### src/rtl/stt_pkg.sv
// ----------------------------------------------------------------------------
// stt_pkg
// Types and constants shared by the source text tokenizer modules.
// ----------------------------------------------------------------------------
package stt_pkg;

	typedef struct packed {
		logic [7:0] char_byte;
		logic       end_of_input;
	} in_item_t;

	typedef struct packed {
		logic [5:0]  token_kind;
		logic [23:0] lexeme_start;
		logic [23:0] lexeme_length;
		logic [23:0] line_number;
		logic        last_of_run;
	} result_t;

	// all results caused by one byte, count is 1..3
	typedef struct packed {
		result_t [2:0] res;
		logic [1:0]    count;
	} group_t;

	typedef enum logic [3:0] {
		MODE_IDLE,
		MODE_EQ,
		MODE_LT,
		MODE_GT,
		MODE_DOT,
		MODE_SLASH,
		MODE_COMMENT,
		MODE_STRING,
		MODE_INT,
		MODE_NDOT,
		MODE_FRAC,
		MODE_WORD
	} scan_mode_t;

	localparam int QUEUE_DEPTH = 4;
	localparam int QPTR_BITS   = 2;

	localparam logic [5:0] KIND_EOF       = 6'd0;
	localparam logic [5:0] KIND_BACKSLASH = 6'd1;
	localparam logic [5:0] KIND_PLUS      = 6'd2;
	localparam logic [5:0] KIND_MINUS     = 6'd3;
	localparam logic [5:0] KIND_STAR      = 6'd4;
	localparam logic [5:0] KIND_CARET     = 6'd5;
	localparam logic [5:0] KIND_LPAREN    = 6'd6;
	localparam logic [5:0] KIND_RPAREN    = 6'd7;
	localparam logic [5:0] KIND_LBRACK    = 6'd8;
	localparam logic [5:0] KIND_RBRACK    = 6'd9;
	localparam logic [5:0] KIND_LBRACE    = 6'd10;
	localparam logic [5:0] KIND_RBRACE    = 6'd11;
	localparam logic [5:0] KIND_COLON     = 6'd12;
	localparam logic [5:0] KIND_COMMA     = 6'd13;
	localparam logic [5:0] KIND_EQEQ      = 6'd14;
	localparam logic [5:0] KIND_EQ        = 6'd15;
	localparam logic [5:0] KIND_LE        = 6'd16;
	localparam logic [5:0] KIND_LT        = 6'd17;
	localparam logic [5:0] KIND_GE        = 6'd18;
	localparam logic [5:0] KIND_GT        = 6'd19;
	localparam logic [5:0] KIND_DOTDOT    = 6'd20;
	localparam logic [5:0] KIND_DOT       = 6'd21;
	localparam logic [5:0] KIND_NE        = 6'd22;
	localparam logic [5:0] KIND_SLASH     = 6'd23;
	localparam logic [5:0] KIND_STRING    = 6'd24;
	localparam logic [5:0] KIND_NUMBER    = 6'd25;
	localparam logic [5:0] KIND_IDENT     = 6'd26;
	localparam logic [5:0] KIND_AND       = 6'd27;
	localparam logic [5:0] KIND_BAD       = 6'd33;
	localparam logic [5:0] KIND_UNTERM    = 6'd34;

	localparam logic [7:0] CH_BACKSLASH = 8'h5C;
	localparam logic [7:0] CH_PLUS      = 8'h2B;
	localparam logic [7:0] CH_MINUS     = 8'h2D;
	localparam logic [7:0] CH_STAR      = 8'h2A;
	localparam logic [7:0] CH_CARET     = 8'h5E;
	localparam logic [7:0] CH_LPAREN    = 8'h28;
	localparam logic [7:0] CH_RPAREN    = 8'h29;
	localparam logic [7:0] CH_LBRACK    = 8'h5B;
	localparam logic [7:0] CH_RBRACK    = 8'h5D;
	localparam logic [7:0] CH_LBRACE    = 8'h7B;
	localparam logic [7:0] CH_RBRACE    = 8'h7D;
	localparam logic [7:0] CH_COLON     = 8'h3A;
	localparam logic [7:0] CH_COMMA     = 8'h2C;
	localparam logic [7:0] CH_EQUAL     = 8'h3D;
	localparam logic [7:0] CH_LESS      = 8'h3C;
	localparam logic [7:0] CH_GREATER   = 8'h3E;
	localparam logic [7:0] CH_DOT       = 8'h2E;
	localparam logic [7:0] CH_SLASH     = 8'h2F;
	localparam logic [7:0] CH_SPACE     = 8'h20;
	localparam logic [7:0] CH_TAB       = 8'h09;
	localparam logic [7:0] CH_CR        = 8'h0D;
	localparam logic [7:0] CH_NL        = 8'h0A;
	localparam logic [7:0] CH_HASH      = 8'h23;
	localparam logic [7:0] CH_QUOTE     = 8'h22;
	localparam logic [7:0] CH_UNDERSCORE = 8'h5F;

	// keywords packed first byte in bits 7:0: and or not true false nil
	localparam logic [39:0] KW_TEXT [6] = '{
		40'h00_0064_6E61,
		40'h00_0000_726F,
		40'h00_0074_6F6E,
		40'h00_6575_7274,
		40'h65_736C_6166,
		40'h00_006C_696E
	};
	localparam logic [2:0] KW_LEN [6] = '{3'd3, 3'd2, 3'd3, 3'd4, 3'd5, 3'd3};

endpackage

### src/rtl/stt_front.sv
// ----------------------------------------------------------------------------
// stt_front
// Scanner: classifies each byte against the pending mode and builds the
// group of tokens that the byte completes.
// ----------------------------------------------------------------------------
module stt_front import stt_pkg::*; #(
	parameter int OFFSET_BITS = 24,
	parameter int LINE_BITS   = 24
) (
	input  logic     clk,
	input  logic     arst_n,
	input  logic     accept,
	input  in_item_t item,
	output logic     push,
	output group_t   grp
);

	typedef struct packed {
		logic [5:0]             kind;
		logic [OFFSET_BITS-1:0] start;
		logic [OFFSET_BITS-1:0] len;
	} emit_t;

	localparam logic [OFFSET_BITS-1:0] OFF_MAX  = {OFFSET_BITS{1'b1}};
	localparam logic [LINE_BITS-1:0]   LINE_MAX = {LINE_BITS{1'b1}};
	localparam logic [LINE_BITS-1:0]   LINE_ONE = {{(LINE_BITS-1){1'b0}}, 1'b1};
	localparam logic [OFFSET_BITS-1:0] LEN_ONE  = {{(OFFSET_BITS-1){1'b0}}, 1'b1};
	localparam logic [OFFSET_BITS-1:0] LEN_TWO  = {{(OFFSET_BITS-2){1'b0}}, 2'd2};

	function automatic emit_t mk(input logic [5:0] k, input logic [OFFSET_BITS-1:0] s,
			input logic [OFFSET_BITS-1:0] l);
		emit_t r;
		r.kind  = k;
		r.start = s;
		r.len   = l;
		return r;
	endfunction

	scan_mode_t             mode_q, mode_d;
	logic [OFFSET_BITS-1:0] pos_q, pos_d;
	logic [OFFSET_BITS-1:0] tstart_q, tstart_d;
	logic [LINE_BITS-1:0]   line_q, line_d;
	logic [39:0]            prefix_q, prefix_d;
	logic [2:0]             wlen_q, wlen_d;

	logic [7:0] c;
	logic       eoi;
	logic       is_numeral, is_alpha;

	// what a byte does when nothing is pending
	logic       idle_emit;
	logic [5:0] idle_kind;
	scan_mode_t idle_mode;
	logic       idle_word;

	logic [7:0] pend_second;
	logic [5:0] pend_two, pend_one;

	logic [5:0]             word_kind;
	logic [OFFSET_BITS-1:0] dot_pos, span_p, span_dot, span_str;
	logic                   go;

	emit_t      e [3];
	logic [1:0] n;

	logic [OFFSET_BITS+23:0] start_w [3];
	logic [OFFSET_BITS+23:0] len_w [3];
	logic [LINE_BITS+23:0]   line_w;

	assign c   = item.char_byte;
	assign eoi = item.end_of_input;

	assign is_numeral = (c >= 8'h30) && (c <= 8'h39);
	assign is_alpha = ((c >= 8'h61) && (c <= 8'h7A)) || ((c >= 8'h41) && (c <= 8'h5A)) ||
		(c == CH_UNDERSCORE);

	always_comb begin
		idle_emit = 1'b1;
		idle_kind = KIND_BAD;
		idle_mode = MODE_IDLE;
		idle_word = 1'b0;
		case (c)
			CH_BACKSLASH: idle_kind = KIND_BACKSLASH;
			CH_PLUS:      idle_kind = KIND_PLUS;
			CH_MINUS:     idle_kind = KIND_MINUS;
			CH_STAR:      idle_kind = KIND_STAR;
			CH_CARET:     idle_kind = KIND_CARET;
			CH_LPAREN:    idle_kind = KIND_LPAREN;
			CH_RPAREN:    idle_kind = KIND_RPAREN;
			CH_LBRACK:    idle_kind = KIND_LBRACK;
			CH_RBRACK:    idle_kind = KIND_RBRACK;
			CH_LBRACE:    idle_kind = KIND_LBRACE;
			CH_RBRACE:    idle_kind = KIND_RBRACE;
			CH_COLON:     idle_kind = KIND_COLON;
			CH_COMMA:     idle_kind = KIND_COMMA;
			CH_EQUAL: begin
				idle_emit = 1'b0;
				idle_mode = MODE_EQ;
			end
			CH_LESS: begin
				idle_emit = 1'b0;
				idle_mode = MODE_LT;
			end
			CH_GREATER: begin
				idle_emit = 1'b0;
				idle_mode = MODE_GT;
			end
			CH_DOT: begin
				idle_emit = 1'b0;
				idle_mode = MODE_DOT;
			end
			CH_SLASH: begin
				idle_emit = 1'b0;
				idle_mode = MODE_SLASH;
			end
			CH_SPACE, CH_TAB, CH_CR, CH_NL: idle_emit = 1'b0;
			CH_HASH: begin
				idle_emit = 1'b0;
				idle_mode = MODE_COMMENT;
			end
			CH_QUOTE: begin
				idle_emit = 1'b0;
				idle_mode = MODE_STRING;
			end
			default: begin
				if (is_numeral) begin
					idle_emit = 1'b0;
					idle_mode = MODE_INT;
				end else if (is_alpha) begin
					idle_emit = 1'b0;
					idle_mode = MODE_WORD;
					idle_word = 1'b1;
				end
			end
		endcase
	end

	always_comb begin
		pend_second = CH_EQUAL;
		pend_two    = KIND_EQEQ;
		pend_one    = KIND_EQ;
		case (mode_q)
			MODE_EQ: begin
				pend_two = KIND_EQEQ;
				pend_one = KIND_EQ;
			end
			MODE_LT: begin
				pend_two = KIND_LE;
				pend_one = KIND_LT;
			end
			MODE_GT: begin
				pend_two = KIND_GE;
				pend_one = KIND_GT;
			end
			MODE_DOT: begin
				pend_second = CH_DOT;
				pend_two    = KIND_DOTDOT;
				pend_one    = KIND_DOT;
			end
			MODE_SLASH: begin
				pend_two = KIND_NE;
				pend_one = KIND_SLASH;
			end
			default: ;
		endcase
	end

	always_comb begin
		word_kind = KIND_IDENT;
		if (wlen_q <= 3'd5) begin
			for (int i = 5; i >= 0; i--) begin
				if ((wlen_q == KW_LEN[i]) && (prefix_q == KW_TEXT[i]))
					word_kind = KIND_AND + 6'(i);
			end
		end
	end

	assign dot_pos  = (pos_q != '0) ? pos_q - LEN_ONE : '0;
	assign span_p   = (pos_q > tstart_q) ? pos_q - tstart_q : '0;
	assign span_dot = (dot_pos > tstart_q) ? dot_pos - tstart_q : '0;
	assign span_str = (span_p == OFF_MAX) ? OFF_MAX : span_p + LEN_ONE;

	// next state
	always_comb begin
		mode_d   = mode_q;
		pos_d    = pos_q;
		tstart_d = tstart_q;
		line_d   = line_q;
		prefix_d = prefix_q;
		wlen_d   = wlen_q;
		go       = 1'b0;
		if (eoi) begin
			mode_d   = MODE_IDLE;
			pos_d    = '0;
			tstart_d = '0;
			line_d   = LINE_ONE;
			prefix_d = '0;
			wlen_d   = '0;
		end else begin
			if (pos_q != OFF_MAX)
				pos_d = pos_q + LEN_ONE;
			case (mode_q)
				MODE_IDLE: go = 1'b1;
				MODE_EQ, MODE_LT, MODE_GT, MODE_DOT, MODE_SLASH: begin
					if (c == pend_second)
						mode_d = MODE_IDLE;
					else
						go = 1'b1;
				end
				MODE_COMMENT: go = (c == CH_NL);
				MODE_STRING: begin
					if (c == CH_QUOTE)
						mode_d = MODE_IDLE;
					else if ((c == CH_NL) && (line_q != LINE_MAX))
						line_d = line_q + LINE_ONE;
				end
				MODE_INT: begin
					if (c == CH_DOT)
						mode_d = MODE_NDOT;
					else if (!is_numeral)
						go = 1'b1;
				end
				MODE_NDOT: begin
					if (is_numeral) begin
						mode_d = MODE_FRAC;
					end else begin
						tstart_d = dot_pos;
						if (c == CH_DOT)
							mode_d = MODE_IDLE;
						else
							go = 1'b1;
					end
				end
				MODE_FRAC: go = !is_numeral;
				MODE_WORD: begin
					if (is_alpha || is_numeral) begin
						if (wlen_q < 3'd5)
							prefix_d[{wlen_q, 3'b000} +: 8] = c;
						if (wlen_q < 3'd6)
							wlen_d = wlen_q + 3'd1;
					end else begin
						go = 1'b1;
					end
				end
				default: go = 1'b1;
			endcase
			if (go) begin
				tstart_d = pos_q;
				mode_d   = idle_mode;
				if (idle_word) begin
					prefix_d = {32'd0, c};
					wlen_d   = 3'd1;
				end
				if ((c == CH_NL) && (line_q != LINE_MAX))
					line_d = line_q + LINE_ONE;
			end
		end
	end

	// tokens caused by this byte, in order
	always_comb begin
		n = 2'd0;
		for (int i = 0; i < 3; i++)
			e[i] = '0;
		if (eoi) begin
			case (mode_q)
				MODE_EQ, MODE_LT, MODE_GT, MODE_DOT, MODE_SLASH: begin
					e[n] = mk(pend_one, tstart_q, LEN_ONE);
					n    = n + 2'd1;
				end
				MODE_INT, MODE_FRAC: begin
					e[n] = mk(KIND_NUMBER, tstart_q, span_p);
					n    = n + 2'd1;
				end
				MODE_NDOT: begin
					e[n] = mk(KIND_NUMBER, tstart_q, span_dot);
					n    = n + 2'd1;
					e[n] = mk(KIND_DOT, dot_pos, LEN_ONE);
					n    = n + 2'd1;
				end
				MODE_WORD: begin
					e[n] = mk(word_kind, tstart_q, span_p);
					n    = n + 2'd1;
				end
				MODE_STRING: begin
					e[n] = mk(KIND_UNTERM, tstart_q, span_p);
					n    = n + 2'd1;
				end
				default: ;
			endcase
			e[n] = mk(KIND_EOF, pos_q, '0);
			n    = n + 2'd1;
		end else begin
			case (mode_q)
				MODE_EQ, MODE_LT, MODE_GT, MODE_DOT, MODE_SLASH: begin
					if (c == pend_second) begin
						e[n] = mk(pend_two, tstart_q, LEN_TWO);
						n    = n + 2'd1;
					end else begin
						e[n] = mk(pend_one, tstart_q, LEN_ONE);
						n    = n + 2'd1;
					end
				end
				MODE_STRING: begin
					if (c == CH_QUOTE) begin
						e[n] = mk(KIND_STRING, tstart_q, span_str);
						n    = n + 2'd1;
					end
				end
				MODE_INT, MODE_FRAC: begin
					if (go) begin
						e[n] = mk(KIND_NUMBER, tstart_q, span_p);
						n    = n + 2'd1;
					end
				end
				MODE_NDOT: begin
					if (!is_numeral) begin
						e[n] = mk(KIND_NUMBER, tstart_q, span_dot);
						n    = n + 2'd1;
						if (c == CH_DOT)
							e[n] = mk(KIND_DOTDOT, dot_pos, LEN_TWO);
						else
							e[n] = mk(KIND_DOT, dot_pos, LEN_ONE);
						n = n + 2'd1;
					end
				end
				MODE_WORD: begin
					if (go) begin
						e[n] = mk(word_kind, tstart_q, span_p);
						n    = n + 2'd1;
					end
				end
				default: ;
			endcase
			if (go && idle_emit) begin
				e[n] = mk(idle_kind, pos_q, LEN_ONE);
				n    = n + 2'd1;
			end
		end
	end

	assign line_w = {24'd0, line_q};

	always_comb begin
		for (int i = 0; i < 3; i++) begin
			start_w[i]                  = {24'd0, e[i].start};
			len_w[i]                    = {24'd0, e[i].len};
			grp.res[i].token_kind       = e[i].kind;
			grp.res[i].lexeme_start     = start_w[i][23:0];
			grp.res[i].lexeme_length    = len_w[i][23:0];
			grp.res[i].line_number      = line_w[23:0];
			grp.res[i].last_of_run      = (2'(i) == (n - 2'd1));
		end
		grp.count = n;
	end

	assign push = accept && (n != 2'd0);

	always_ff @(posedge clk or negedge arst_n) begin
		if (!arst_n) begin
			mode_q   <= MODE_IDLE;
			pos_q    <= '0;
			tstart_q <= '0;
			line_q   <= LINE_ONE;
			prefix_q <= '0;
			wlen_q   <= '0;
		end else if (accept) begin
			mode_q   <= mode_d;
			pos_q    <= pos_d;
			tstart_q <= tstart_d;
			line_q   <= line_d;
			prefix_q <= prefix_d;
			wlen_q   <= wlen_d;
		end
	end

endmodule

### src/rtl/stt_queue.sv
// ----------------------------------------------------------------------------
// stt_queue
// Short queue of token groups between scanner and output serializer.
// ----------------------------------------------------------------------------
module stt_queue import stt_pkg::*; (
	input  logic   clk,
	input  logic   arst_n,
	input  logic   push,
	input  group_t wr_grp,
	input  logic   pop,
	output group_t rd_grp,
	output logic   full,
	output logic   empty
);

	group_t               mem_q [QUEUE_DEPTH];
	logic [QPTR_BITS-1:0] wr_ptr_q, rd_ptr_q;
	logic [QPTR_BITS:0]   count_q;
	logic                 do_push, do_pop;

	assign full    = (count_q == (QPTR_BITS+1)'(QUEUE_DEPTH));
	assign empty   = (count_q == '0);
	assign do_push = push && !full;
	assign do_pop  = pop && !empty;
	assign rd_grp  = mem_q[rd_ptr_q];

	always_ff @(posedge clk) begin
		if (do_push)
			mem_q[wr_ptr_q] <= wr_grp;
	end

	always_ff @(posedge clk or negedge arst_n) begin
		if (!arst_n) begin
			wr_ptr_q <= '0;
			rd_ptr_q <= '0;
			count_q  <= '0;
		end else begin
			if (do_push)
				wr_ptr_q <= wr_ptr_q + 1'b1;
			if (do_pop)
				rd_ptr_q <= rd_ptr_q + 1'b1;
			if (do_push && !do_pop)
				count_q <= count_q + 1'b1;
			else if (do_pop && !do_push)
				count_q <= count_q - 1'b1;
		end
	end

endmodule

### src/rtl/stt_back.sv
// ----------------------------------------------------------------------------
// stt_back
// Output serializer: holds one token group and hands its tokens out one
// transfer at a time.
// ----------------------------------------------------------------------------
module stt_back import stt_pkg::*; (
	input  logic    clk,
	input  logic    arst_n,
	input  group_t  rd_grp,
	input  logic    empty,
	output logic    pop,
	output logic    tok_valid,
	input  logic    tok_stall,
	output result_t tok_data
);

	group_t     grp_q;
	logic [1:0] idx_q;
	logic       busy_q;
	logic       done, load;

	assign done      = busy_q && !tok_stall && (idx_q == (grp_q.count - 2'd1));
	assign load      = !empty && (!busy_q || done);
	assign pop       = load;
	assign tok_valid = busy_q;
	assign tok_data  = grp_q.res[idx_q];

	always_ff @(posedge clk) begin
		if (load)
			grp_q <= rd_grp;
	end

	always_ff @(posedge clk or negedge arst_n) begin
		if (!arst_n) begin
			busy_q <= 1'b0;
			idx_q  <= '0;
		end else if (load) begin
			busy_q <= 1'b1;
			idx_q  <= '0;
		end else if (done) begin
			busy_q <= 1'b0;
		end else if (busy_q && !tok_stall) begin
			idx_q <= idx_q + 2'd1;
		end
	end

endmodule

### src/rtl/source_text_tokenizer.sv
// ----------------------------------------------------------------------------
// source_text_tokenizer
// Streaming lexical scanner: one source byte in per transfer, tokens out.
// Accepts one byte per cycle unless the queue is full; the byte's tokens go
// into the queue at its transfer, then into the output serializer's register.
// A byte that completes 2 or 3 tokens holds the single output port for one
// transfer per token; a four-group queue lets the scanner run on meanwhile.
// Reset: scanner idle, position 0, line 1, queue and output empty.
// ----------------------------------------------------------------------------
module source_text_tokenizer import stt_pkg::*; #(
	parameter int OFFSET_BITS = 24,
	parameter int LINE_BITS   = 24
) (
	input  logic     clk,
	input  logic     arst_n,
	input  logic     src_valid,
	output logic     src_stall,
	input  in_item_t src_data,
	output logic     tok_valid,
	input  logic     tok_stall,
	output result_t  tok_data
);

	group_t wr_grp, rd_grp;
	logic   push, pop, full, empty, accept;

	assign src_stall = full;
	assign accept    = src_valid && !full;

	stt_front #(
		.OFFSET_BITS(OFFSET_BITS),
		.LINE_BITS  (LINE_BITS)
	) u_front (
		.clk   (clk),
		.arst_n(arst_n),
		.accept(accept),
		.item  (src_data),
		.push  (push),
		.grp   (wr_grp)
	);

	stt_queue u_queue (
		.clk   (clk),
		.arst_n(arst_n),
		.push  (push),
		.wr_grp(wr_grp),
		.pop   (pop),
		.rd_grp(rd_grp),
		.full  (full),
		.empty (empty)
	);

	stt_back u_back (
		.clk      (clk),
		.arst_n   (arst_n),
		.rd_grp   (rd_grp),
		.empty    (empty),
		.pop      (pop),
		.tok_valid(tok_valid),
		.tok_stall(tok_stall),
		.tok_data (tok_data)
	);

endmodule
### config.mk
export PLATFORM = sky130hd
export DESIGN_NAME = source_text_tokenizer
export DESIGN_NICKNAME = d
export VERILOG_FILES = /design/src/rtl/stt_pkg.sv /design/src/rtl/stt_front.sv /design/src/rtl/stt_queue.sv /design/src/rtl/stt_back.sv /design/src/rtl/source_text_tokenizer.sv
export SDC_FILE = /design/constraint.sdc
export NUM_CORES = 1
export LEC_CHECK = 0
export ABC_AREA = 1
export BUFFER_PORTS_ARGS = -buffer_cell sky130_fd_sc_hd__buf_2
export CAP_MARGIN = 15
export CORE_UTILIZATION = 31
export CTS_BUF_LIST = sky130_fd_sc_hd__clkbuf_8
export DETAILED_ROUTE_END_ITERATION = 16
export HOLD_SLACK_MARGIN = 0.15
export PLACE_DENSITY_LB_ADDON = 0.12
export SKIP_LAST_GASP = 1
export SLEW_MARGIN = 20
export SYNTH_ARGS = -nofsm -noshare
export SYNTH_HDL_FRONTEND = slang
export SYNTH_SLANG_ARGS = --single-unit
### constraint.sdc
create_clock -name clk -period 8.2 [get_ports clk]
set_input_delay 1.23 -clock clk [delete_from_list [all_inputs] [get_ports clk]]
set_output_delay 1.23 -clock clk [all_outputs]
set_load 0.01 [all_outputs]
==> metrics.cfg, run 1 <==
[run_status]
status=finished, final reports clean

[worst_setup_path]
path_max_fanout=17
r2r-start=u_front.pos_q[1]
critPathKind=reg2reg
crit_required_ns=8.77
slowest_delay_ns=0.63
slowest_stage=clkinv_1
cp-startpoint=u_front.pos_q[1]
path_cells=clkinv_1 > ha_1 > nand2_1 > nor2_1 > nand3_1 > inv_1 > nor2_1 > ha_1 > a21oi_1 > inv_1 > a31oi_1 > o21ai_0 > a21oi_1 > o21ai_0 > nand2_1 > clkinv_1 > nand3b_1 > o22ai_1 > o21ai_0 > nand2_1
cpLargestDelayFamily=simple AND/OR/NAND/NOR gates
cp.arrival_ns=6.45
end_kind=register
crit_buf_inv=4
startpoint_type=register

[clock_network]
clock_latency_ns=0.86
cts_buffers=151
htreeDepth=4
clk_pin_slew_ns=0.07
cts_root_buf=clkbuf_8
clk_path_buf_depth=3
cts.sinks=854
cts_hold_buf=0
cts_tree=done
cts_resized=0
cts_setup_buffers=0

[timing]
setup_viol=0
rsz0062_at_grt=false
tightest_slew_ns=1.17
fin_skew_ns=0.0342
min_period_ns=5.88
fmax_mhz=170
relSlewSlack_pct=22.2
finalMaxSlewViolations=0
worst_slack_ns=2.32
period_share_pct=71.7
hold_viol=0
fin_hold_ws_ns=0.462

[logic_synthesis]
synth_flop_cell=edfxtp_1
synthArstFlopShare_pct=15.1
synth_cells=4406
yosysUniqueCellTypes=61
synth_nets=4493
synth_edf_count=725
ys_seq_area_share_pct=59.4
syn_avg_cell_area_um2=9.56
yosys_register_bits=854
yosys_warnings=0
netlist_area_um2=42100

[drt]
routed_wl_um=141000
first_pass_iters=7
via_per_inst=5.15
num_vias=32900
routedWlPerCell_um=22.1
drc=0
drt_iter0_drc=2805
ant_nets=0

[floorplan]
rows=134
coreArea_um2=134000
die_width_um=371
io_pins=94
die_h_um=371
start_util_pct=31.4
dieArea_um2=137000

[worst_hold_path]
min_path_type=in2async

[global_route]
grt_remaining_overflow=0
gr-usage-all-layers_pct=20.4
antenna_found_initial=4
grt_pass1_wl_um=211000
grt_pass1_vias=31800
grt_max_degree=183

[power_and_ir_drop]
pwr-share-clk_pct=18.5
vdd_drop_max_mv=0.258
power_frac_seq_pct=32.1
switching_power_w=0.00975
intPower_w=0.0107
leakage_nw=18.4
power_per_cell_area_nw_per_um2=433
switching_share_pct=47.6
pwr-share-comb_pct=49.4

[placement]
port_buffers=93
dp_slack_ns=1.96
dp_hpwl_um=94800
gp_congestion=0.924

[run]
cap_violations=0

[final_layout]
syn2layout_area_growth_pct=12.4
layout_commonest_cell=edfxtp_1
n_fill_cell=13700
final_cell_mix=edfxtp_1, nand2_1, nor2_1
nNetsFinal=4576
drive_gt1_share_pct=9.56

## Yosys cell counts, types with 22 or more instances
cell type  count  area (µm²)
a21oi_1      164         821
buf_2         22         110
clkbuf_1     172         646
dfrtp_1      128        3200
edfxtp_1     725       21800
ha_1          71         888
inv_1        390        1460
nand2_1      721        2710
nand3_1      151         756
nand4_1       64         400
nor2_1       676        2540
nor3_1        71         355
nor4_1        27         169
o21ai_0      449        2250
o22ai_1      267        1670
o31ai_1       39         293
xor2_1        33         289
## through the flow
stage	TNS, ns	instances	utilization (%)	cell area (µm²)	total power, W
5_1_grt	0	6380	35.3	47400	0.0219
4_1_cts	0	6379	35.3	47400	0.0206
3_3_place_gp	0	6104	33.2	44500	0.0168
6_report	0	6380	35.3	47400	0.0205
3_5_place_dp	0	6104	33.2	44500	0.0167
2_1_floorplan	-902.29	4406	-	42100	0.0131
## per-layer routing
metal,vias to the layer above,routed length [µm],global-route usage [%]
met3,170,6460,3.07
met5,-,0,0
met1,16200,69200,29.8
met4,0,2430,4.87
met2,870,63200,31.6
li1,15600,-,-
## final timing paths
kind | end | slack (ns) | depth (start not counted)
max in group asynchronous | u_back.idx_q[1] | 6.21 | 2
max | u_queue.mem_q[2][29] | 2.32 | 20
min in group clk | u_front.prefix_q[15] | 0.52 | 2
min | u_front.wlen_q[1] | 0.46 | 1
min reg2reg | u_front.prefix_q[15] | 0.52 | 2
max reg2reg | u_queue.mem_q[2][29] | 2.32 | 20
## worst register-to-register path: cells and delay by family, from the launching register on
family / cells / cell delay, ns
flip-flops: 1 / 0.49
AO/OA/AOI/OAI: 7 / 1.07
buffers and inverters: 4 / 1.22
adder cells (fa/ha/maj): 2 / 0.68
AND/OR/NAND/NOR: 7 / 2.14
## area by class of cell
class / instances / area (µm²) / share of cell area, %
diodes: 1 / 2.50 / 0.00528
clock buffers: 159 / 2190 / 4.62
clock inverters: 116 / 687 / 1.45
inverters: 420 / 1590 / 3.36
multi-input cells: 2914 / 14700 / 31.0
flip-flops and latches: 854 / 25000 / 52.8
well taps: 1768 / 2210 / 4.67
repair buffers: 148 / 972 / 2.05
## sequential cells by signal, indices dropped and copies added, names as in the netlist, 2 cells and up
register	flops
u_back.grp_q	145
u_back.idx_q	2
u_front.line_q	24
u_front.mode_q	4
u_front.pos_q	24
u_front.prefix_q	40
u_front.tstart_q	24
u_front.wlen_q	3
u_queue.count_q	3
u_queue.mem_q	580
u_queue.rd_ptr_q	2
u_queue.wr_ptr_q	2
## cells by family after synthesis
kind of cell,after synthesis,share of synthesized area (%)
muxes,1,0.0267
adders and majority gates,74,2.25
xor gates and xnor gates,41,0.853
and+or+nand+nor,1789,18.1
AOI/OAI and AO/OA,1009,13.5
DFF,854,59.4
buffers and inverters,638,5.86
## power groups by stage
stage / clock network, W / logic (W) / registers, W
CTS: 0.00391 / 0.0101 / 0.00658
global route: 0.00410 / 0.0111 / 0.00667
detailed placement: 0 / 0.0100 / 0.00666
finish: 0.00379 / 0.0101 / 0.00657
global placement: 0 / 0.0101 / 0.00666
floorplan: 0 / 0.00641 / 0.00665
(Power assumes the default switching activity.)
==> inputs of run 2 (changes only) <==
==> constraint.sdc (replaced) <==
create_clock -name clk -period 5.1 [get_ports clk]
set_input_delay 0.765 -clock clk [delete_from_list [all_inputs] [get_ports clk]]
set_output_delay 0.765 -clock clk [all_outputs]
set_load 0.01 [all_outputs]
==> run 2 against run 1 <==
Fmax rose by 26%. Clock skew up 0.021 ns. Power up 61%. First-iteration DRC count rose by 6.8%. Hold slack worse by 0.17 ns. Via count up 0.41%. Die area did not move. Final area up 1.5%. Worst setup slack worse by 1.9 ns. Clock-buffer cell count rose by 4. Combinational power grew 62%. Critical path type unchanged. Critical endpoint is now u_queue.mem_q[1][29]. Highest routed layer unchanged.
==> metrics.cfg, run 2 (synthesis gave the netlist of run 1 again) <==
[worst_setup_path]
r2r_end=u_queue.mem_q[1][29]
critPathKind=reg2reg
crit_required_ns=5.64  ; -3.13 ns
slowest_delay_ns=0.43  ; -0.20 ns
cp.arrival_ns=5.19  ; -1.26 ns
path_max_fanout=16  ; -1
startpoint_type=register
r2r-start=u_front.pos_q[0]
end_kind=register
r2r_cells=26  ; +30%
r2r_slack_ns=0.45  ; -1.87 ns
crit_top_cell=nand2_1
slowest_stage=dfrtp_1

[final_layout]
postLayoutCellArea_um2=48000  ; +1.5%
largest_register_ffs=580  ; unchanged
largest-register=u_queue.mem_q
syn2layout_area_growth_pct=14.1
nNetsFinal=4646  ; +1.5%
final_cell_mix=edfxtp_1, nand2_1, nor2_1
drive_gt1_share_pct=11.1  ; +1.5 points
layout_commonest_cell=edfxtp_1
finalNonFillerCells=6452  ; +1.1%
reg.largest.list=u_queue.mem_q x580, u_back.grp_q x145, u_front.prefix_q x40

[drt]
ant_nets=0  ; unchanged
drt_iter0_drc=2997  ; +6.8%
first_pass_iters=6  ; -1
via_per_inst=5.12  ; -0.71%
num_vias=33000  ; +0.41%
drc=0  ; unchanged
routed_wl_um=140000  ; -1.1%
routedWlPerCell_um=21.7  ; -2.2%

[clock_network]
clock_latency_ns=0.87  ; about the same
cts.sinks=854  ; unchanged
clk_path_buf_depth=3  ; unchanged
cts_buffers=153  ; +1.3%
cts_tree=done
htreeDepth=4  ; unchanged
clk_pin_slew_ns=0.06  ; about the same
cts_root_buf=clkbuf_8

[global_route]
grt_max_degree=147  ; -20%
grt_pass1_vias=31800  ; -0.022%
grt_util_met3_pct=3.21  ; +0.14 points
grt.busiest_layer=met2
grt_remaining_overflow=0  ; unchanged
grt_util_met2_pct=31.0  ; -0.60 points
grt_pass1_wl_um=209000  ; -0.87%
antenna_found_initial=3  ; -1
grtUsageMet1_pct=29.2  ; -0.63 points
gr-usage-all-layers_pct=20.2  ; -0.21 points

[power_and_ir_drop]
finalPower_w=0.0329  ; +61%
intPower_w=0.0175  ; +63%
pwr-share-clk_pct=18.1  ; -0.4 points
vdd_drop_max_mv=0.393  ; +52%
leakage_nw=18.8  ; +1.8%
power_per_cell_area_nw_per_um2=685  ; +58%
pwr-share-comb_pct=49.7  ; +0.3 points
switching_power_w=0.0155  ; +59%
power_frac_seq_pct=32.1  ; about the same
switching_share_pct=47.0  ; -0.61 points

[timing]
fin_skew_ns=0.0554  ; +0.0213 ns
period_share_pct=91.1  ; +19 points
rsz0062_at_grt=false
setup-tns-final_ns=0  ; unchanged
hold_viol=0  ; unchanged
finalMaxSlewViolations=0  ; unchanged
fin_hold_ws_ns=0.296  ; -0.166 ns
relSlewSlack_pct=24.9  ; +2.7 points
fmax_mhz=215  ; +26%
setup_viol=0  ; unchanged
tightest_slew_ns=1.13  ; -0.0398 ns
min_period_ns=4.65  ; -1.23 ns

[placement]
port_buffers=93  ; unchanged
dp.cells=6171  ; +1.1%
gp_congestion=0.952  ; +3.1%
dp_hpwl_um=95300  ; +0.59%
place_area_um2=45200  ; +1.6%

[floorplan]
die_width_um=371  ; unchanged
io_pins=94  ; unchanged
die_h_um=371  ; unchanged
coreArea_um2=134000  ; unchanged
dieArea_um2=137000  ; unchanged
rows=134  ; unchanged
start_util_pct=31.4  ; unchanged

[worst_hold_path]
min_path_type=in2async

[run]
cap_violations=0  ; unchanged

[run_status]
status=finished, final reports clean

## run 2: metrics by stage
step | setup slack [ns] | utilization, %
floorplan | -0.0115 | -
global placement | 0.508 | 33.7
detailed placement | 0.452 | 33.7
CTS | 0.427 | 35.8
global route | 0.00689 | 35.8
finish | 0.454 | 35.8
## run 2: timing repair
item / in CTS / in global routing
gates resized for setup: 0 / 4
hold buffers: 1 / 0
endpoints found under the hold margin: 82 / 0
setup buffers: 0 / 0
setup endpoints to repair: 0 / 15
## run 2: worst max path at each step
stage | startpoint | end | slack, ns
final | u_front.pos_q[0] | u_queue.mem_q[1][29] | 0.45
after global routing | u_front.pos_q[0] | u_queue.mem_q[1][29] | 0.007
after CTS | u_front.pos_q[0] | u_queue.mem_q[1][29] | 0.43
after detailed placement | u_front.pos_q[0] | u_queue.mem_q[1][29] | 0.45
after global placement | u_front.pos_q[0] | u_queue.mem_q[1][46] | 0.51
after floorplan | src_data[7] | u_queue.mem_q[0][0] | -0.01
## run 2: area by class of cell
class                      count  area, µm²
multi-input combinational   2914      14800
timing repair buffer         216       1610
clock buffer                 163       2240
inverter                     420       1610
clock inverter               115        578
fill                       13700      86100
sequential                   854      25000
tap                         1768       2210
antenna                        2       5.00
## run 2: per-layer routing
layer | vias to the layer above | share of wire, % | wire length, µm
met3 | 188 | 5.2 | 7290
li1 | 15700 | - | -
met4 | 0 | 2.3 | 3260
met5 | - | 0 | 0
met1 | 16200 | 48 | 67200
met2 | 915 | 44 | 62000
## run 2: critical path: cells and delay by family, from the launching register on
family | cells | cell delay [ns]
DFF | 1 | 0.43
AOI/OAI and AO/OA | 6 | 0.96
xor gates and xnor gates | 1 | 0.14
adders and majority gates | 1 | 0.36
buffers and inverters | 7 | 0.86
and+or+nand+nor | 11 | 1.61
## run 2: power by group through the flow
stage | Sequential (W) | Combinational [W] | Clock [W]
after global placement | 0.0107 | 0.0164 | 0
after detailed placement | 0.0107 | 0.0163 | 0
final | 0.0106 | 0.0164 | 0.00597
after floorplan | 0.0105 | 0.0103 | 0
after CTS | 0.0106 | 0.0164 | 0.00617
after global routing | 0.0107 | 0.0180 | 0.00647
